File: src/wrvt_pkg.sv
`timescale 1ns / 1ps
// ----------------------------------------------------------------------------
// wrvt_pkg
// Shared widths, operation codes and beat types of the weighted running
// variance table.
// ----------------------------------------------------------------------------
package wrvt_pkg;

    // default table depth
    localparam int NUM_CELLS_DEF = 1024;

    // field widths
    localparam int IDX_W  = 10;
    localparam int VAL_W  = 16;
    localparam int MEAN_W = 24;
    localparam int WSUM_W = 32;
    localparam int DEV_W  = 48;
    localparam int VAR_W  = 24;

    // serial multiplier: a is the multiplicand, b is consumed one bit a cycle
    localparam int MUL_A_W = 40;
    localparam int MUL_B_W = 24;
    localparam int PROD_W  = MUL_A_W + MUL_B_W;

    // serial divider: one quotient bit a cycle
    localparam int DIVD_W = 56;
    localparam int DIVS_W = WSUM_W;
    localparam int DIVQ_W = 25;
    localparam int STEP_W = 6;
    localparam logic [STEP_W-1:0] DIV_STEPS_RD  = 6'd56;
    localparam logic [STEP_W-1:0] DIV_STEPS_ACC = 6'd40;

    // operation codes
    localparam logic [1:0] OP_ACCUM = 2'd0;
    localparam logic [1:0] OP_READ  = 2'd1;
    localparam logic [1:0] OP_CLEAR = 2'd2;

    // fixed point ones
    localparam logic [VAL_W-1:0]  ONE_Q15 = 16'h8000;
    localparam logic [MEAN_W-1:0] ONE_Q23 = 24'h80_0000;

    typedef struct packed {
        logic [1:0]       operation;
        logic [IDX_W-1:0] cell_index;
        logic [VAL_W-1:0] sample_value;
        logic [VAL_W-1:0] sample_weight;
    } in_item_t;

    typedef struct packed {
        logic [MEAN_W-1:0] mean_out;
        logic [WSUM_W-1:0] weight_sum_out;
        logic [DEV_W-1:0]  deviation_sum_out;
        logic [VAR_W-1:0]  variance_out;
        logic              zero_weight;
    } out_item_t;

    typedef struct packed {
        logic [MEAN_W-1:0] mean;
        logic [WSUM_W-1:0] wsum;
        logic [DEV_W-1:0]  dev;
    } cell_t;

endpackage

File: src/wrvt_mul.sv
`timescale 1ns / 1ps
// ----------------------------------------------------------------------------
// wrvt_mul
// Bit-serial shift-add multiplier, one multiplier bit per cycle, LSB first.
// ----------------------------------------------------------------------------
module wrvt_mul import wrvt_pkg::*; (
    input  logic               aclk,
    input  logic               aresetn,
    input  logic               start,
    input  logic [MUL_A_W-1:0] a,
    input  logic [MUL_B_W-1:0] b,
    output logic               done,
    output logic [PROD_W-1:0]  prod
);

    localparam int CNT_W = $clog2(MUL_B_W + 1);

    logic [MUL_A_W-1:0] a_reg;
    logic [MUL_A_W-1:0] hi_reg;
    logic [MUL_B_W-1:0] lo_reg;
    logic [CNT_W-1:0]   cnt_reg;
    logic               busy_reg;
    logic               done_reg;
    logic [MUL_A_W:0]   sum_next;

    // partial product add for the current multiplier bit
    assign sum_next = {1'b0, hi_reg} + (lo_reg[0] ? {1'b0, a_reg} : '0);

    // step control
    always_ff @(posedge aclk) begin
        if (!aresetn) begin
            busy_reg <= 1'b0;
            done_reg <= 1'b0;
            cnt_reg  <= '0;
        end else begin
            done_reg <= !start && busy_reg && (cnt_reg == CNT_W'(1));
            if (start) begin
                busy_reg <= 1'b1;
                cnt_reg  <= CNT_W'(MUL_B_W);
            end else if (busy_reg) begin
                cnt_reg <= cnt_reg - 1'b1;
                if (cnt_reg == CNT_W'(1)) begin
                    busy_reg <= 1'b0;
                end
            end
        end
    end

    // product shift register
    always_ff @(posedge aclk) begin
        if (start) begin
            a_reg  <= a;
            hi_reg <= '0;
            lo_reg <= b;
        end else if (busy_reg) begin
            hi_reg <= sum_next[MUL_A_W:1];
            lo_reg <= {sum_next[0], lo_reg[MUL_B_W-1:1]};
        end
    end

    assign done = done_reg;
    assign prod = {hi_reg, lo_reg};

endmodule

File: config.mk
export PLATFORM = sky130hd
export DESIGN_NAME = wrvt_mul
export DESIGN_NICKNAME = d
export VERILOG_FILES = /design/src/wrvt_pkg.sv /design/src/wrvt_mul.sv
export SDC_FILE = /design/constraint.sdc
export NUM_CORES = 1
export LEC_CHECK = 0
export BUFFER_PORTS_ARGS = -buffer_cell sky130_fd_sc_hd__buf_2
export CAP_MARGIN = 40
export CORE_MARGIN = 5
export CORE_UTILIZATION = 30
export CTS_CLUSTER_SIZE = 10
export DETAILED_ROUTE_END_ITERATION = 8
export GPL_ROUTABILITY_DRIVEN = 1
export HOLD_SLACK_MARGIN = 0.02
export SLEW_MARGIN = 20
export SYNTH_ARGS = -nofsm -noshare
export SYNTH_HDL_FRONTEND = slang
export SYNTH_SLANG_ARGS = --single-unit
File: constraint.sdc
create_clock -name aclk -period 3.1 [get_ports aclk]
set_input_delay 0.465 -clock aclk [delete_from_list [all_inputs] [get_ports aclk]]
set_output_delay 0.465 -clock aclk [all_outputs]
set_load 0.03 [all_outputs]
* After elaboration in Yosys (flattened, before gate mapping)
Index checks and enable logic that the tools add are counted.
** Storage, ports and cells
- Bits in registers :: 111
- Bits of input ports :: 67
- Output and inout port bits :: 65
** Operators by class
- Bitwise logic cells :: 1
- Add/sub/neg operators :: 2
- Eq/ne operators :: 1
- Multiplexer cells :: 8
- Reduce and logical (&&, ||, !) cells :: 5
** Operators with widths (count)
- $mux W24 :: 2
- $add A40 B40 Y41 :: 1
- $mux W40 :: 1
- $mux W5 :: 2
- $eq A5 B1 Y1 const B :: 1
- $sub A5 B1 Y5 const B :: 1
- $mux W1 :: 3
- $logic_and A1 B1 Y1 :: 2
- $reduce_bool A2 Y1 :: 1
- $reduce_or A2 Y1 :: 1
- $logic_not A1 Y1 :: 1
- $not A1 Y1 :: 1

* Logic depth before layout (Yosys ltp)
- Word-level depth :: 4
- Gate-level depth with buffers :: 12
- Gate-level depth less buffers :: 11

* Worst setup path after synthesis
Ideal clock, no wire load.
- Path type :: reg-to-reg
- From :: reg lo_reg[0]
- To :: reg hi_reg[31]
- Required time :: 2975 ps
- Library setup time :: 125 ps
- Period minus slack after synthesis :: 3153 ps
- Slack :: -53 ps
- Cell stages (with the launch flop) :: 13
- Buffers on the path :: 1
- Arrival :: 3028 ps
- Cells stage by stage :: edfxtp_1 clkbuf_1 and2_1 ha_1 fa_1 a21o_1 a221oi_2 nor2_2 a221o_2 a31oi_2 o41ai_4 xnor2_1 o21ai_1
** On the way
- Word-level cells in the longest chain between the ends :: 2
** RTL lines
- from (decl) :: RTL line wrvt_mul.sv:20 : logic [MUL_B_W-1:0] lo_reg;
- from (signal assigned) :: RTL line wrvt_mul.sv:57 : lo_reg <= {sum_next[0], lo_reg[MUL_B_W-1:1]};
- $mux W40 :: RTL line wrvt_mul.sv:27 : assign sum_next = {1'b0, hi_reg} + (lo_reg[0] ? {1'b0, a_reg} : '0);
- $add A40 B40 Y41 :: RTL line wrvt_mul.sv:27
- to (signal assigned) :: RTL line wrvt_mul.sv:56 : hi_reg <= sum_next[MUL_A_W:1];
- to (decl) :: RTL line wrvt_mul.sv:19 : logic [MUL_A_W-1:0] hi_reg;
No other way between the ends.
A chain may end at the register's enable or synchronous reset.

* Worst setup path after layout
- From :: reg lo_reg[0]
- To :: reg hi_reg[38]
Same word-level chain as after synthesis.

==> flow_summary.ini <==
[grt]
grt_max_degree = 40
antenna_found_initial = 3
grt_pass1_vias = 5403
grtUsageTotal_pct = 14.5
grt_pass1_wl_um = 28500
grt_overflow = 0

[setup_path]
crit_type = reg -> reg
r2r-start = lo_reg[0]
crit_required_ns = 3.35
cp_slowest_cell = edfxtp_1
cpPeakStageDelay_ns = 0.42
crit_fanout = 14
reg2reg_depth = 11
endpoint_kind = flip-flop
cp_num_cells = 11
arrival_ns = 3.19
cpLargestDelayFamily = compound AO/OA/AOI/OAI gates
endpoint = hi_reg[38]
r2r_end = hi_reg[38]
critPathLaunchType = flip-flop
regToRegSetupSlack_ns = 0.16
crit_chain = buf_4 -> and2_1 -> ha_1 -> o21ai_2 -> a2111oi_4 -> o31ai_2 -> a21oi_2 -> a21boi_2 -> o41ai_2 -> xor2_1 -> a22o_2
crit_start = lo_reg[0]
timing.critical_path.buf_inv = 1

[power_and_ir_drop]
p_sw_mw = 1.27
pwr-share-comb_pct = 24.6
peakVddDrop_mv = 0.330
swShare_pct = 30.4
clock_power_share_pct = 32.9
leakage_nw = 3.44
powerDensity_nw_per_um2 = 521
p_seq_share_pct = 42.6
intPower_mw = 2.90

[place]
dp_hpwl_um = 13700
gp_congestion = 0.892
dpl-instance-area_sq_um = 7600
dp_cells = 1057
numPortBuffers = 131

[flow_run]
drv_cap = 0

[sta]
max_freq_mhz = 340
hold_ws_ns = 0.273
max-slew-margin-rel_pct = 63.7
finalMaxSlewViolations = 0
period_share_pct = 94.9
grt_setup_unrepaired = yes
fin_crit_ns = 2.94
clock_skew_ns = 0.0107
tns_ns = 0
hold_viol_final = 0
setup_violations = 0
tightest_slew_ns = 0.544

[logic_synthesis]
synthCells = 646
ys_ff_latch = 111
synth_edf_count = 64
netlist_area_sq_um = 6490
synth_warnings = 0
avgSynthCellArea_sq_um = 10.1
yosys.cell_types.count = 65
seq_area_frac_synth_pct = 44.1
synthesis.nets = 756
synthArstFlopShare_pct = 0
synth_ff_type = edfxtp_1

[cells_and_area]
final_cell_mix = buf_2, edfxtp_1, nor2_1
fill_cells = 2108
regArea_sq_um = 2860
layout_commonest_cell = buf_2
synthToLayoutAreaGrowth_pct = 23.3
fin_area_sq_um = 8010
multi_input_area_sq_um = 3480
fin_cells = 1075
nets = 904
drive_above_1_share_pct = 28.5
final_util_pct = 37.9

[status]
run_status = complete, no violations

[floorplan]
core_area_sq_um = 21200
die_w_um = 157
rows = 53
die_y_um = 157
start_util_pct = 30.7
ios = 132
die_area_sq_um = 24700

[worst_hold_path]
hold_depth = 1
hold_class = in -> reg

[route]
vias_per_cell = 4.89
finalWirelength_um = 17700
antenna_left = 0
first_iter_violations = 302
vias = 5255
drc_errors = 0
avgRoutedWirePerCell_um = 16.4
drtPass1Iterations = 4

[cts]
clk_pin_slew_ns = 0.08
clk_latency_ns = 0.36
cts_buffers = 9
ctsHtreeMaxLevel = 3
cts.sinks = 111
cts_hold_buf = 0
ctsLongestPathBuffers = 2
cts_tree = yes
root_buffer = clkbuf_16
[layer usage]
layer	vias up	GRT usage (%)	share of wire, %
met5	-	0	0.19
met4	6	4.71	1.6
met3	22	4.29	6.2
met2	122	23.0	46
met1	2449	18.9	46
li1	2656	-	-
[cell usage after synthesis, types with 2 or more instances]
library cell / number / area, sq um
a21o_1: 13 / 97.6
o221ai_1: 2 / 17.5
a31oi_1: 5 / 31.3
o21bai_1: 4 / 30.0
buf_6: 6 / 67.6
xnor2_1: 19 / 166
o21a_1: 6 / 45.0
mux2i_1: 16 / 160
dfxtp_1: 47 / 941
and2_1: 42 / 263
o2111a_1: 2 / 22.5
and4_1: 2 / 17.5
a211o_1: 2 / 17.5
o21ai_1: 2 / 10.0
nand2b_1: 7 / 43.8
nor2_1: 60 / 225
or3_1: 3 / 18.8
a211oi_1: 9 / 67.6
nor3_1: 5 / 25.0
clkbuf_1: 19 / 71.3
xor2_1: 15 / 131
mux2_2: 25 / 282
o31ai_1: 2 / 15.0
nand2_1: 54 / 203
a21boi_0: 2 / 15.0
nor2b_1: 3 / 18.8
a221o_1: 2 / 20.0
and3_1: 5 / 31.3
edfxtp_1: 64 / 1920
a221oi_2: 2 / 30.0
inv_1: 13 / 48.8
nand3_1: 15 / 75.1
o21ai_0: 42 / 210
a21oi_1: 50 / 250
nand4_1: 7 / 43.8
o211ai_1: 4 / 30.0
ha_1: 42 / 526
[cell type report]
class | count | area share (%)
Antenna cell | 1 | 0.0312
Clock buffer | 9 | 2.81
Clock inverter | 7 | 1.59
Inverter | 13 | 0.609
Multi-Input combinational cell | 495 | 43.5
Sequential cell | 111 | 35.7
Tap cell | 275 | 4.30
Timing Repair Buffer | 164 | 11.4
[power groups by stage]
stage          clock network [mW]  logic [mW]  registers, mW
2_1_floorplan                   0       0.561           1.94
3_3_place_gp                    0        1.01           1.81
3_5_place_dp                    0        1.02           1.81
4_1_cts                      1.42        1.02           1.78
5_1_grt                      1.48        1.13           1.79
6_report                     1.37        1.02           1.77
[kinds of logic (layout without fill, tap and decap cells)]
kind of cell    count (synthesis)  in the layout  share of synthesized area, %
fa+ha+maj                      43             43                          8.40
other cells                     0              1                             0
xor+xnor                       34             34                          4.58
mux                            41             41                          6.80
flops                         111            111                          44.1
buf+inv                        40            193                          3.08
simple gates                  212            212                          15.9
compound gates                165            165                          17.2
[how the worst min path moves through the flow]
stage / to / from
2_1_floorplan: cnt_reg[1] / cnt_reg[1]
3_3_place_gp: hi_reg[30] / hi_reg[30]
3_5_place_dp: hi_reg[30] / hi_reg[30]
4_1_cts: a_reg[25] / a[25]
5_1_grt: a_reg[12] / a[12]
6_report: a_reg[31] / a[31]
[what timing repair did]
action,4_1_cts,5_1_grt
setup buffers,0,1
setup endpoints to repair,2,8
gates resized for setup,2,12
pin swaps,0,3
[metrics by stage]
step / worst slack, ns / total power [mW]
after global routing: -0.0125 / 4.40
final: 0.158 / 4.17
after global placement: -0.0866 / 2.82
after CTS: 0.0576 / 4.22
after detailed placement: -0.0328 / 2.83
after floorplan: 0.0106 / 2.50
(Power assumes the default switching activity.)
