### src/wrvt_pkg.sv
`timescale 1ns / 1ps
// ----------------------------------------------------------------------------
// wrvt_pkg
// Shared widths, operation codes and beat types of the weighted running
// variance table.
// ----------------------------------------------------------------------------
package wrvt_pkg;

    // default table depth
    localparam int NUM_CELLS_DEF = 1024;

    // field widths
    localparam int IDX_W  = 10;
    localparam int VAL_W  = 16;
    localparam int MEAN_W = 24;
    localparam int WSUM_W = 32;
    localparam int DEV_W  = 48;
    localparam int VAR_W  = 24;

    // serial multiplier: a is the multiplicand, b is consumed one bit a cycle
    localparam int MUL_A_W = 40;
    localparam int MUL_B_W = 24;
    localparam int PROD_W  = MUL_A_W + MUL_B_W;

    // serial divider: one quotient bit a cycle
    localparam int DIVD_W = 56;
    localparam int DIVS_W = WSUM_W;
    localparam int DIVQ_W = 25;
    localparam int STEP_W = 6;
    localparam logic [STEP_W-1:0] DIV_STEPS_RD  = 6'd56;
    localparam logic [STEP_W-1:0] DIV_STEPS_ACC = 6'd40;

    // operation codes
    localparam logic [1:0] OP_ACCUM = 2'd0;
    localparam logic [1:0] OP_READ  = 2'd1;
    localparam logic [1:0] OP_CLEAR = 2'd2;

    // fixed point ones
    localparam logic [VAL_W-1:0]  ONE_Q15 = 16'h8000;
    localparam logic [MEAN_W-1:0] ONE_Q23 = 24'h80_0000;

    typedef struct packed {
        logic [1:0]       operation;
        logic [IDX_W-1:0] cell_index;
        logic [VAL_W-1:0] sample_value;
        logic [VAL_W-1:0] sample_weight;
    } in_item_t;

    typedef struct packed {
        logic [MEAN_W-1:0] mean_out;
        logic [WSUM_W-1:0] weight_sum_out;
        logic [DEV_W-1:0]  deviation_sum_out;
        logic [VAR_W-1:0]  variance_out;
        logic              zero_weight;
    } out_item_t;

    typedef struct packed {
        logic [MEAN_W-1:0] mean;
        logic [WSUM_W-1:0] wsum;
        logic [DEV_W-1:0]  dev;
    } cell_t;

endpackage

### src/wrvt_div.sv
`timescale 1ns / 1ps
// ----------------------------------------------------------------------------
// wrvt_div
// Restoring divider, one dividend bit shifted in and one quotient bit out
// per cycle; quotient bits above its width set a sticky overflow flag.
// ----------------------------------------------------------------------------
module wrvt_div import wrvt_pkg::*; (
    input  logic              aclk,
    input  logic              aresetn,
    input  logic              start,
    input  logic [DIVD_W-1:0] dividend,
    input  logic [DIVS_W-1:0] divisor,
    input  logic [STEP_W-1:0] steps,
    output logic              done,
    output logic [DIVQ_W-1:0] quotient,
    output logic              overflow
);

    logic [DIVD_W-1:0] dsh_reg;
    logic [DIVS_W-1:0] dvs_reg;
    logic [DIVS_W-1:0] rem_reg;
    logic [DIVQ_W-1:0] q_reg;
    logic              ovf_reg;
    logic [STEP_W-1:0] cnt_reg;
    logic              busy_reg;
    logic              done_reg;
    logic [DIVS_W:0]   trial;
    logic [DIVS_W:0]   diff;
    logic              fits;
    logic [DIVS_W-1:0] rem_next;

    // trial subtract of the divisor from the shifted remainder
    always_comb begin
        trial    = {rem_reg, dsh_reg[DIVD_W-1]};
        diff     = trial - {1'b0, dvs_reg};
        fits     = (trial >= {1'b0, dvs_reg});
        rem_next = fits ? diff[DIVS_W-1:0] : trial[DIVS_W-1:0];
    end

    // step control
    always_ff @(posedge aclk) begin
        if (!aresetn) begin
            busy_reg <= 1'b0;
            done_reg <= 1'b0;
            cnt_reg  <= '0;
        end else begin
            done_reg <= !start && busy_reg && (cnt_reg == STEP_W'(1));
            if (start) begin
                busy_reg <= 1'b1;
                cnt_reg  <= steps;
            end else if (busy_reg) begin
                cnt_reg <= cnt_reg - 1'b1;
                if (cnt_reg == STEP_W'(1)) begin
                    busy_reg <= 1'b0;
                end
            end
        end
    end

    // remainder and quotient shift registers
    always_ff @(posedge aclk) begin
        if (start) begin
            dsh_reg <= dividend;
            dvs_reg <= divisor;
            rem_reg <= '0;
            q_reg   <= '0;
            ovf_reg <= 1'b0;
        end else if (busy_reg) begin
            dsh_reg <= {dsh_reg[DIVD_W-2:0], 1'b0};
            rem_reg <= rem_next;
            q_reg   <= {q_reg[DIVQ_W-2:0], fits};
            ovf_reg <= ovf_reg | q_reg[DIVQ_W-1];
        end
    end

    assign done     = done_reg;
    assign quotient = q_reg;
    assign overflow = ovf_reg;

endmodule

### config.mk
export PLATFORM = sky130hd
export DESIGN_NAME = wrvt_div
export DESIGN_NICKNAME = d
export VERILOG_FILES = /design/src/wrvt_pkg.sv /design/src/wrvt_div.sv
export SDC_FILE = /design/constraint.sdc
export NUM_CORES = 1
export LEC_CHECK = 0
export CORE_MARGIN = 2
export CORE_UTILIZATION = 45
export DETAILED_ROUTE_END_ITERATION = 16
export DONT_BUFFER_PORTS = 1
export GPL_ROUTABILITY_DRIVEN = 0
export GPL_TIMING_DRIVEN = 0
export MAX_ROUTING_LAYER = met4
export SETUP_SLACK_MARGIN = 0.5
export SKIP_LAST_GASP = 1
export SYNTH_ARGS = -nofsm -noshare
export SYNTH_HDL_FRONTEND = slang
export SYNTH_SLANG_ARGS = --single-unit
### constraint.sdc
create_clock -name aclk -period 2.6 [get_ports aclk]
set_input_delay 0.39 -clock aclk [delete_from_list [all_inputs] [get_ports aclk]]
set_output_delay 0.39 -clock aclk [all_outputs]
set_load 0.1 [all_outputs]
Word level (Yosys, flattened, before mapping):

Index checks and enable logic that the tools add are counted.

* register bits after elaboration: 154
* input port bits: 97
* output and inout port bits: 27
* logic and storage cells: 25

* add/subtract/negate cells: 2
* order comparisons: 1
* equal/unequal tests: 1
* multiplexer cells: 8
* bitwise operators: 1
* reduce and logical (&&, ||, !) cells: 4

Operator list (number)
* $mux W56: 2
* $ge A33 B32 Y1: 1
* $mux W32: 1
* $sub A32 B32 Y32: 1
* $mux W6: 2
* $eq A6 B1 Y1 const B: 1
* $sub A6 B1 Y6 const B: 1
* $mux W1: 3
* $logic_and A1 B1 Y1: 2
* $reduce_bool A2 Y1: 1
* $logic_not A1 Y1: 1
* $or A1 B1 Y1: 1

Depth between registers and ports, before layout:

Gate-level depths: netlist (run 1).

* depth in word-level cells: 4
* mapped depth: 14

Least setup slack after synthesis (run 1):

Ideal clock, no wire load.

* path type: register -> register
* start point: register dvs_reg[8]
* end point: register rem_reg[17]
* library setup time: 128 ps
* arrival time: 2484 ps
* required time: 2472 ps
* slack: -12 ps
* stages on the path, launching flop included: 13
* clock period less this slack: 2612 ps
* cells stage by stage: edfxtp_1 > inv_1 > ha_1 > and3_4 > and4_4 > a211oi_4 > o2bb2ai_2 > o31ai_4 > a21oi_4 > buf_6 > mux2_2 > mux2i_1 > nor2_1

* longest elaborated chain between the ends: 2
* elaborated cells between the ends (all ways): 3
* classes of those cells: add/sub (1); order compare (1); mux (1)

RTL lines
* start, declared: RTL line wrvt_div.sv:20 `logic [DIVS_W-1:0] dvs_reg;`
* start signal, assigned: RTL line wrvt_div.sv:64 `dvs_reg <= divisor;`
* $sub A32 B32 Y32 or $ge A33 B32 Y1 (tied branches): RTL line wrvt_div.sv:35, wrvt_div.sv:36
* $mux W32 (*): RTL line wrvt_div.sv:37 `rem_next = fits ? diff[DIVS_W-1:0] : trial[DIVS_W-1:0];`
* end signal, assigned: RTL line wrvt_div.sv:70 `rem_reg <= rem_next;`
* end, declared: RTL line wrvt_div.sv:21 `logic [DIVS_W-1:0] rem_reg;`

Mark *: on every way between the ends. The rest lies on a longest branch, timed or not.
A chain may end at the register's enable or synchronous reset.

Final worst setup path (run 1):

* start point: register dvs_reg[28]
* end point: register rem_reg[17]

* longest elaborated chain between the ends: 2

RTL lines
* $ge A33 B32 Y1: RTL line wrvt_div.sv:36 `fits = (trial >= {1'b0, dvs_reg});`
* $mux W32: RTL line wrvt_div.sv:37

Every way passes these cells.

==> results of run 1 <==
[area by class of cell]
cell class	instances	area [sq um]
Clock buffer	21	473
Antenna cell	1	2.50
Buffer	32	209
Tap cell	220	275
Clock inverter	11	135
Fill cell	1404	7290
Timing Repair Buffer	27	304
Inverter	43	161
Sequential cell	154	3960
Multi-Input combinational cell	467	3830
[kinds of logic (layout without fill, tap and decap cells)]
family	after synthesis	in the layout	synth area share [%]
mux	95	95	13.3
compound gates	144	144	12.6
flops	154	154	51.5
other cells	0	1	0
xor+xnor	31	31	3.53
simple gates	161	162	9.29
buf+inv	75	134	4.06
fa+ha+maj	35	35	5.78
[what timing repair did]
action	4_1_cts	5_1_grt
pin swaps	34	20
gates cloned	2	2
endpoints found under the setup margin	89	103
resized for setup	53	39
buffers inserted	15	9
hold endpoints to repair	0	0
[metrics by stage]
| stage | setup TNS [ps] | util [%] | total power [mW] | cell area (sq um) |
|---|---|---|---|---|
| after floorplan | 0 | - | 3.93 | 7830 |
| after global placement | -3470 | 48.7 | 4.16 | 8100 |
| after detailed placement | -4520 | 48.7 | 4.18 | 8100 |
| after CTS | -248 | 54.6 | 6.95 | 9090 |
| after global routing | -4710 | 56.2 | 7.36 | 9350 |
| final | -1180 | 56.2 | 7.05 | 9350 |
[cell usage after synthesis (all sizes together), types with 11 or more instances]
master  count  share of area [%]
buf        11               0.93
a211oi     34                3.5
o21ai      16                1.1
clkbuf     21                1.0
xnor2      18                2.0
nor2       92                4.5
a21oi      54                3.7
mux2i      39                5.1
inv        43                2.1
edfxtp     88                 34
nand2      24                1.2
mux2       56                8.2
xor2       13                1.5
dfxtp      66                 17
a21o       11                1.1
ha         34                5.5
[worst register-to-register path, cell delays in order, from the launching register on]
cell      delay, ps
edfxtp_1        330
inv_1            40
ha_1            370
a21oi_2         210
o21ai_0         170
nand3_1         120
nand2_1          60
a211oi_1        290
nand2_1         130
a21oi_4         190
buf_6           160
mux2_4          310
mux2i_1         150
nor2_1           70
[routing by layer]
metal	track usage, %	vias up	wire length, um
met4	5.73	0	240
met5	-	-	0
met2	32.1	127	8650
met3	7.47	19	1180
met1	23.1	2565	7430
li1	-	2605	-
[path summary, 6_finish.rpt]
path	to	from	slack [ps]
setup / recovery	rem_reg[17]	dvs_reg[28]	-130
hold reg to reg	rem_reg[22]	rem_reg[22]	510
hold / removal	dvs_reg[20]	divisor[20]	60
setup reg to reg	rem_reg[17]	dvs_reg[28]	-130
[power groups by stage]
| stage | Combinational, mW | Clock (mW) | Sequential, mW |
|---|---|---|---|
| after floorplan | 0.992 | 0 | 2.94 |
| after global placement | 1.19 | 0 | 2.96 |
| after detailed placement | 1.21 | 0 | 2.97 |
| after CTS | 1.44 | 2.59 | 2.92 |
| after global routing | 1.73 | 2.68 | 2.94 |
| final | 1.59 | 2.53 | 2.92 |
==> results.md, run 1 <==
- Status: complete, but fails checks
- Violated checks: setup timing
- Setup Crit Path Kind: register to register
- Worst Reg-to-Reg Cells: 13
- Vias/cell: 5.45
- Relative slew slack: 31.1%
- Clock sink count: 154
- Pwr dens: 754 mW/mm^2
- Hold Path Stages: 0
- Seq/Total Area, Yosys: 51.5%
- Buf/Inv on CP: 2
- Setup-failing EPs final: 27
- GRT overflow: 0
- DRC: 0
- Clock root buffer: clkbuf_16
- Buffers on Ports: 0
- Core Area: 0.0166 sq mm
- Hold Slack: 56.6 ps
- Synth unique cells: 58
- Most frequent cells in the layout: 88 x edfxtp_1, 85 x nor2_1, 66 x dfxtp_1
- DRT Pass-1 Iters: 5
- CP dominant cell by count: nand2_1
- Flops & latches, synth: 154
- Syn Nets: 827
- Number of DRC violations after detailed-routing iteration 0: 307
- Commonest non-fill, non-tap cell in the layout: edfxtp_1
- Top FF cell, synth: edfxtp_1
- Row count: 47
- Slowest stage cell, crit path: ha_1
- Sw power: 1.96 mW
- Vias in the first global route: 5481
- Worst-path clk slew: 60 ps
- Net Sw Frac: 27.8%
- Largest delay share family, worst path: compound AO/OA/AOI/OAI gates
- Crit-path cells: inv_1 -> ha_1 -> a21oi_2 -> o21ai_0 -> nand3_1 -> nand2_1 -> a211oi_1 -> nand2_1 -> a21oi_4 -> buf_6 -> mux2_4 -> mux2i_1 -> nor2_1
- Vias: 5316
- Crit path capture type: register
- Mapped Avg Cell Area: 11.1 sq um
- Peak supply drop: 0.000651 V
- Logic gate share of total power: 22.6%
- Final Cycle Share: 105%
- I/O pin cnt: 124
- Worst Path Arrival: 3020 ps
- Yosys Warn Count: 0
- HP Class: input port to register
- Overall Global Routing Usage: 19.8%
- Die X-Extent: 135 um
- Post-synth EDFFs: 88
- Max-cap viol count: 0
- Placed wire-length estimate: 11.7 mm
- Pint: 5.09 mW
- Max H-tree Level: 4
- Ys async rst share: 0%
- Final Hold Violating Endpoints: 0
- Die height: 135 um
- Area growth, synth to finish: 21.4%
- Skew-Pair Late Insertion Delay: 420 ps
- Count of hold-fix buffers inserted at cts: 0
- Critical path's largest stage delay: 370 ps
- Pin count of the biggest net entering global routing: 58
- Fin nets: 874
- DIE AREA: 0.0182 sq mm
- Post-route insts no fill: 976
- WL per Instance: 17.9 um
- Clk pwr share: 36.0%
- Dpl cells: 915
- Crit path max fanout: 4
- Fraction of layout cells with a size suffix above 1: 26.9%
- Clk_skew: 9.41 ps
- Max Root-Sink Buffers: 2
- CTS buffer count: 17
- Share of power burned in registers: 41.4%
- Post-route minimum period: 2730 ps
- Final worst slack: -125 ps
- RSZ-0062 raised after global routing: true
- TritonCTS clock tree: yes
- Fmax: 0.367 GHz
- Initial antenna violation count: 1
- Final Max Slew Viols: 0
- Final WL: 17.5 mm
- Data required time of the critical path: 2890 ps
- Pre-CTS WS: -396 ps
- Startpoint Class: register
- Critical path depth: 13
- Leak pwr: 3.64 nW
- Initial Utilization: 46.3%
- Syn Std Cell Area: 0.00770 sq mm
- Post-Syn Instances: 695
- Max reg flops: 56
- Global-route wire length before repair: 27.2 mm
- Tightest Pin Transition: 1030 ps
- Final ANT Viol Nets: 0
(Power assumes the default switching activity.)
==> run 2: changes to the inputs <==
--- a/config.mk
+++ b/config.mk
@@ -5,6 +5,8 @@
 export SDC_FILE = /design/constraint.sdc
 export NUM_CORES = 1
 export LEC_CHECK = 0
+export CELL_PAD_IN_SITES_DETAIL_PLACEMENT = 1
+export CELL_PAD_IN_SITES_GLOBAL_PLACEMENT = 1
 export CORE_MARGIN = 2
 export CORE_UTILIZATION = 45
 export DETAILED_ROUTE_END_ITERATION = 16
@@ -12,6 +14,7 @@
 export GPL_ROUTABILITY_DRIVEN = 0
 export GPL_TIMING_DRIVEN = 0
 export MAX_ROUTING_LAYER = met4
+export PLACE_DENSITY = 0.75
 export SETUP_SLACK_MARGIN = 0.5
 export SKIP_LAST_GASP = 1
 export SYNTH_ARGS = -nofsm -noshare
==> results.md, run 2 (synthesis gave the netlist of run 1 again) <==
- TritonCTS clock tree: yes (unchanged)
- HP Class: input port to register (unchanged)
- Worst hold start: divisor[27] (was divisor[20])
- Fin nets: 882 (was 874)
- Clock root buffer: clkbuf_16 (unchanged)
- Final worst slack: -185 ps (was -125 ps)
- DIE AREA: 0.0182 sq mm (unchanged)
- Global-route wire length before repair: 30.8 mm (was 27.2 mm)
- Overall Global Routing Usage: 22.5% (was 19.8%)
- Max H-tree Level: 4 (unchanged)
- Number of DRC violations after detailed-routing iteration 0: 296 (was 307)
- Area growth, synth to finish: 22.4% (was 21.4%)
- I/O pin cnt: 124 (unchanged)
- Slowest stage cell, crit path: edfxtp_1 (was ha_1)
- Status: complete, but fails checks (unchanged)
- Pwr dens: 763 mW/mm^2 (was 754 mW/mm^2)
- Final Max Slew Viols: 0 (unchanged)
- Worst R2R Setup Slack: -180 ps (was -130 ps)
- Buf/Inv on CP: 2 (unchanged)
- Placed wire-length estimate: 12.9 mm (was 11.7 mm)
- RSZ-0062 raised after global routing: true (unchanged)
- Final Cycle Share: 107% (was 105%)
- GRT overflow: 0 (unchanged)
- Initial Utilization: 46.3% (unchanged)
- Hold Path Stages: 0 (unchanged)
- Initial antenna violation count: 1 (unchanged)
- Leak pwr: 3.67 nW (was 3.64 nW)
- Crit path max fanout: 6 (was 4)
- Fraction of layout cells with a size suffix above 1: 28.8% (was 26.9%)
- Core Area: 0.0166 sq mm (unchanged)
- Fmax: 0.359 GHz (was 0.367 GHz)
- Pin count of the biggest net entering global routing: 58 (unchanged)
- Crit Reg-Reg Endpoint: rem_reg[17] (unchanged)
- Max Root-Sink Buffers: 2 (unchanged)
- DRC: 0 (unchanged)
- Die height: 135 um (unchanged)
- Crit-path cells: inv_1 -> ha_4 -> a21oi_4 -> nor2_1 -> nor3_2 -> o21bai_1 -> a31oi_2 -> o31ai_4 -> a21oi_4 -> buf_6 -> mux2_4 -> mux2i_1 -> nor2_1 (was inv_1 -> ha_1 -> a21oi_2 -> o21ai_0 -> nand3_1 -> nand2_1 -> a211oi_1 -> nand2_1 -> a21oi_4 -> buf_6 -> mux2_4 -> mux2i_1 -> nor2_1)
- Vias: 5578 (was 5316)
- Die X-Extent: 135 um (unchanged)
- Setup Crit Path Kind: register to register (unchanged)
- Final ANT Viol Nets: 0 (unchanged)
- Largest delay share family, worst path: compound AO/OA/AOI/OAI gates (unchanged)
- Clk_skew: 10.2 ps (was 9.41 ps)
- Worst Path Arrival: 3100 ps (was 3020 ps)
- Crit path capture type: register (unchanged)
- Violated checks: setup timing (unchanged)
- Relative slew slack: 30.6% (was 31.1%)
- Worst reg2reg startpoint: dvs_reg[18] (was dvs_reg[28])
- Pre-CTS WS: -427 ps (was -396 ps)
- Max reg flops: 56 (unchanged)
- Sw power: 2.14 mW (was 1.96 mW)
- Critical path's largest stage delay: 370 ps (about the same)
- Pwr Total: 7.18 mW (was 7.05 mW)
- Clk pwr share: 35.9% (was 36.0%)
- Clock sink count: 154 (unchanged)
- DRT Pass-1 Iters: 5 (unchanged)
- Max-cap viol count: 0 (unchanged)
- Skew-Pair Late Insertion Delay: 440 ps (was 420 ps)
- Vias/cell: 5.67 (was 5.45)
- Net Sw Frac: 29.7% (was 27.8%)
- Worst-path clk slew: 70 ps (was 60 ps)
- Setup-failing EPs final: 32 (was 27)
- Data required time of the critical path: 2910 ps (was 2890 ps)
- Peak supply drop: 0.000505 V (was 0.000651 V)
- Logic gate share of total power: 23.3% (was 22.6%)
- Final WL: 20.4 mm (was 17.5 mm)
- Post-route minimum period: 2780 ps (was 2730 ps)
- Startpoint Class: register (unchanged)
- Hold path endpoint: dvs_reg[27] (was dvs_reg[20])
- Fillcell total: 1713 (was 1404)
- Share of power burned in registers: 40.7% (was 41.4%)
- Row count: 47 (unchanged)
- Count of hold-fix buffers inserted at cts: 0 (unchanged)
- Tightest Pin Transition: 1040 ps (was 1030 ps)
- Worst Reg-to-Reg Cells: 13 (unchanged)
- Buffers on Ports: 0 (unchanged)
- Setup_tns: -3620 ps (was -1180 ps)
- Pint: 5.05 mW (was 5.09 mW)
- WL per Instance: 20.7 um (was 17.9 um)
- Vias in the first global route: 5966 (was 5481)
- CTS buffer count: 17 (unchanged)
- Final Hold Violating Endpoints: 0 (unchanged)
- Most frequent cells in the layout: 88 x nor2_1, 88 x edfxtp_1, 66 x dfxtp_1 (was 88 x edfxtp_1, 85 x nor2_1, 66 x dfxtp_1)
run 2: power groups by stage:
stage               sequential, mW  clock [mW]  combinational (mW)
CTS                           2.93        2.62                1.46
global route                  2.95        2.69                1.80
floorplan                     2.94           0               0.992
global placement              2.96           0                1.20
detailed placement            2.97           0                1.24
finish                        2.93        2.58                1.68
run 2: final cells by class:
type,count,area (sq um),share of cell area [%]
tap,220,275,2.92
sequential,154,3960,42.1
multi-input combinational,467,3860,41.0
buffer,32,199,2.11
inverter,43,161,1.71
timing repair buffer,35,352,3.73
antenna,1,2.50,0.0266
clock inverter,14,175,1.86
clock buffer,18,429,4.56
run 2: worst max-delay path by stage:
| stage | start | to | slack [ps] | cells after the start |
|---|---|---|---|---|
| floorplan | dsh_reg[55] | rem_reg[30] | 80 | 13 |
| global placement | dsh_reg[55] | rem_reg[30] | -340 | 13 |
| detailed placement | dsh_reg[55] | rem_reg[30] | -430 | 13 |
| CTS | dvs_reg[3] | rem_reg[17] | -80 | 13 |
| global route | dvs_reg[18] | rem_reg[13] | -350 | 14 |
| finish | dvs_reg[18] | rem_reg[17] | -180 | 13 |
run 2: through the flow:
step / cells / area (sq um) / utilization [%] / hold slack, ps
CTS: 965 / 9100 / 54.7 / 30.0
finish: 984 / 9420 / 56.6 / 42.4
detailed placement: 915 / 8100 / 48.7 / 489
global placement: 915 / 8100 / 48.7 / 489
floorplan: 695 / 7830 / - / 475
global route: 984 / 9420 / 56.6 / 29.1
run 2: per-layer routing:
| metal | GRT usage (%) | vias up | part of all wire [%] |
|---|---|---|---|
| met4 | 7.72 | 0 | 2.0 |
| met5 | - | - | 0 |
| met2 | 37.4 | 141 | 51 |
| li1 | - | 2615 | - |
| met3 | 7.36 | 41 | 6.2 |
| met1 | 25.7 | 2781 | 41 |
run 2: repair_timing:
item | 4_1_cts | 5_1_grt
gates resized for setup | 52 | 48
buffers inserted | 17 | 16
setup endpoints to repair | 89 | 108
endpoints found under the hold margin | 0 | 0
cloned | 1 | 2
pin swaps | 28 | 36
==> run 3: changes to the inputs <==
==> constraint.sdc (replaced) <==
create_clock -name aclk -period 2.6 [get_ports aclk]
set_input_delay 0.13 -clock aclk [delete_from_list [all_inputs] [get_ports aclk]]
set_output_delay 0.13 -clock aclk [all_outputs]
set_load 0.1 [all_outputs]
==> results.md, run 3 (synthesis gave the netlist of run 1 again) <==
- Clk_skew: 7.58 ps (was 10.2 ps)
- Hold path endpoint: dvs_reg[5] (was dvs_reg[27])
- Initial Utilization: 46.3% (unchanged)
- Global-route wire length before repair: 35.3 mm (was 30.8 mm)
- Max-cap viol count: 0 (unchanged)
- Skew-Pair Late Insertion Delay: 440 ps (about the same)
- Pin count of the biggest net entering global routing: 58 (unchanged)
- DIE AREA: 0.0182 sq mm (unchanged)
- Peak supply drop: 0.000528 V (was 0.000505 V)
- Worst reg2reg startpoint: dsh_reg[55] (was dvs_reg[18])
- M1 WL: 9.34 mm (was 8.33 mm)
- Initial antenna violation count: 0 (was 1)
- CTS buffer count: 17 (unchanged)
- Max reg flops: 56 (unchanged)
- Startpoint Class: register (unchanged)
- Most frequent cells in the layout: 99 x dlygate4sd3_1, 88 x nor2_1, 88 x edfxtp_1 (was 88 x nor2_1, 88 x edfxtp_1, 66 x dfxtp_1)
- Violated checks: setup timing (unchanged)
- Fin nets: 980 (was 882)
- Relative slew slack: 30.8% (was 30.6%)
- Final WL: 23.0 mm (was 20.4 mm)
- DRT Pass-1 Iters: 5 (unchanged)
- Pwr dens: 706 mW/mm^2 (was 763 mW/mm^2)
- Vias/cell: 5.53 (was 5.67)
- Final Max Slew Viols: 0 (unchanged)
- Overall Global Routing Usage: 26.1% (was 22.5%)
- Data required time of the critical path: 2890 ps (was 2910 ps)
- Max Root-Sink Buffers: 2 (unchanged)
- Die X-Extent: 135 um (unchanged)
- Die height: 135 um (unchanged)
- Commonest non-fill, non-tap cell in the layout: dlygate4sd3_1
- Net Sw Frac: 30.0% (was 29.7%)
- Buffers on Ports: 0 (unchanged)
- Hold Slack: 32.9 ps (was 42.4 ps)
- Vias: 5982 (was 5578)
- Dpl cells: 915 (unchanged)
- HP Class: input port to register (unchanged)
- Worst R2R Setup Slack: -160 ps (was -180 ps)
- Wire length on met3: 915 um (was 1.26 mm)
- DRC: 0 (unchanged)
- Vias in the first global route: 6597 (was 5966)
- Worst Reg-to-Reg Cells: 14 (was 13)
- Row count: 47 (unchanged)
- Area growth, synth to finish: 35.2% (was 22.4%)
- I/O pin cnt: 124 (unchanged)
- Setup Crit Path Kind: register to register (unchanged)
- Setup-failing EPs final: 31 (was 32)
- Crit path capture type: register (unchanged)
- Fmax: 0.363 GHz (was 0.359 GHz)
- Final worst slack: -158 ps (was -185 ps)
- Number of DRC violations after detailed-routing iteration 0: 269 (was 296)
- Fraction of layout cells with a size suffix above 1: 25.2% (was 28.8%)
- Logic gate share of total power: 24.6% (was 23.3%)
- Fillcell total: 1674 (was 1713)
- Crit path max fanout: 4 (was 6)
- Worst hold start: start (was divisor[27])
- Final Hold Violating Endpoints: 0 (unchanged)
- Clock root buffer: clkbuf_16 (unchanged)
- Clk pwr share: 35.4% (was 35.9%)
- Final ANT Viol Nets: 0 (unchanged)
- Placed wire-length estimate: 12.9 mm (unchanged)
- Tightest Pin Transition: 1040 ps (about the same)
- DR top layer: met4 (unchanged)
- Post-route minimum period: 2760 ps (was 2780 ps)
- Pint: 5.14 mW (was 5.05 mW)
- Max H-tree Level: 4 (unchanged)
- Crit Reg-Reg Endpoint: rem_reg[20] (was rem_reg[17])
- WL per Instance: 21.2 um (was 20.7 um)
- WL met2: 12.3 mm (was 10.4 mm)
- Post-route insts no fill: 1081 (was 984)
- GRT overflow: 0 (unchanged)
- Leak pwr: 4.09 nW (was 3.67 nW)
- # diodes: 0 (was 1)
- Hold Path Stages: 1 (was 0)
- Share of power burned in registers: 40.0% (was 40.7%)
- Core Area: 0.0166 sq mm (unchanged)
- Status: complete, but fails checks (unchanged)
- TritonCTS clock tree: yes (unchanged)
- Worst Path Arrival: 3050 ps (was 3100 ps)
- RSZ-0062 raised after global routing: true (unchanged)
- Final Cycle Share: 106% (was 107%)
- Sw power: 2.21 mW (was 2.14 mW)
- Clock sink count: 154 (unchanged)
- Worst-path clk slew: 70 ps (about the same)
==> run 3: worst max path at each step <==
stage                           start           to  cells past startpoint
final                     dsh_reg[55]  rem_reg[20]                     14
after detailed placement  dsh_reg[55]  rem_reg[30]                     13
after CTS                  dvs_reg[3]  rem_reg[17]                     13
after floorplan           dsh_reg[55]  rem_reg[30]                     13
after global placement    dsh_reg[55]  rem_reg[30]                     13
after global routing      dvs_reg[11]  rem_reg[17]                     13
==> run 3: area by class of cell <==
class,count,area [sq um],area share [%]
repair buffers,133,1350,13.0
plain buffers,32,198,1.90
flip-flops and latches,154,3970,38.1
inverters,43,161,1.55
clock inverters,14,175,1.68
well taps,220,275,2.64
clock buffers,18,429,4.12
multi-input cells,467,3850,37.0
==> run 3: power groups by stage <==
stage	Clock (mW)	Combinational, mW	Sequential [mW]
CTS	2.62	1.60	2.93
detailed placement	0	1.24	2.97
global route	2.72	1.94	2.96
floorplan	0	0.992	2.94
finish	2.60	1.81	2.94
global placement	0	1.20	2.96
==> run 3: critical path, stage by stage, from the launching register on <==
cell and delay, ps:
edfxtp_1 410, inv_2 90, ha_4 130, fa_2 230, nor2b_4 50, o31a_1 270
nor3_2 230, o21ai_2 80, buf_6 140, a21o_1 190, a21oi_4 230, o21ai_1 110
xor2_1 170, mux2i_1 170, a211oi_2 100
==> run 3: through the flow <==
step	worst slack, ps	cell area [sq um]	TNS [ps]	power [mW]	util [%]
3_3_place_gp	-341	8100	-4680	4.16	48.7
4_1_cts	-79.0	10100	-523	7.15	60.7
2_1_floorplan	80.5	7830	0	3.93	-
6_report	-158	10400	-2310	7.35	62.5
5_1_grt	-287	10400	-6770	7.62	62.5
3_5_place_dp	-427	8100	-5780	4.22	48.7
==> run 3: repair_timing <==
item,CTS,global route
hold buffers,100,0
gates resized for setup,52,45
pin swaps,28,37
setup endpoints to repair,89,115
hold endpoints to repair,127,0
gates cloned,1,2
buffers inserted,17,14
==> run 3: metal layers <==
metal  vias up  GRT usage [%]
met5         -              -
met2       148           46.3
li1       2816              -
met3        36           5.78
met1      2982           29.4
met4         0           7.78
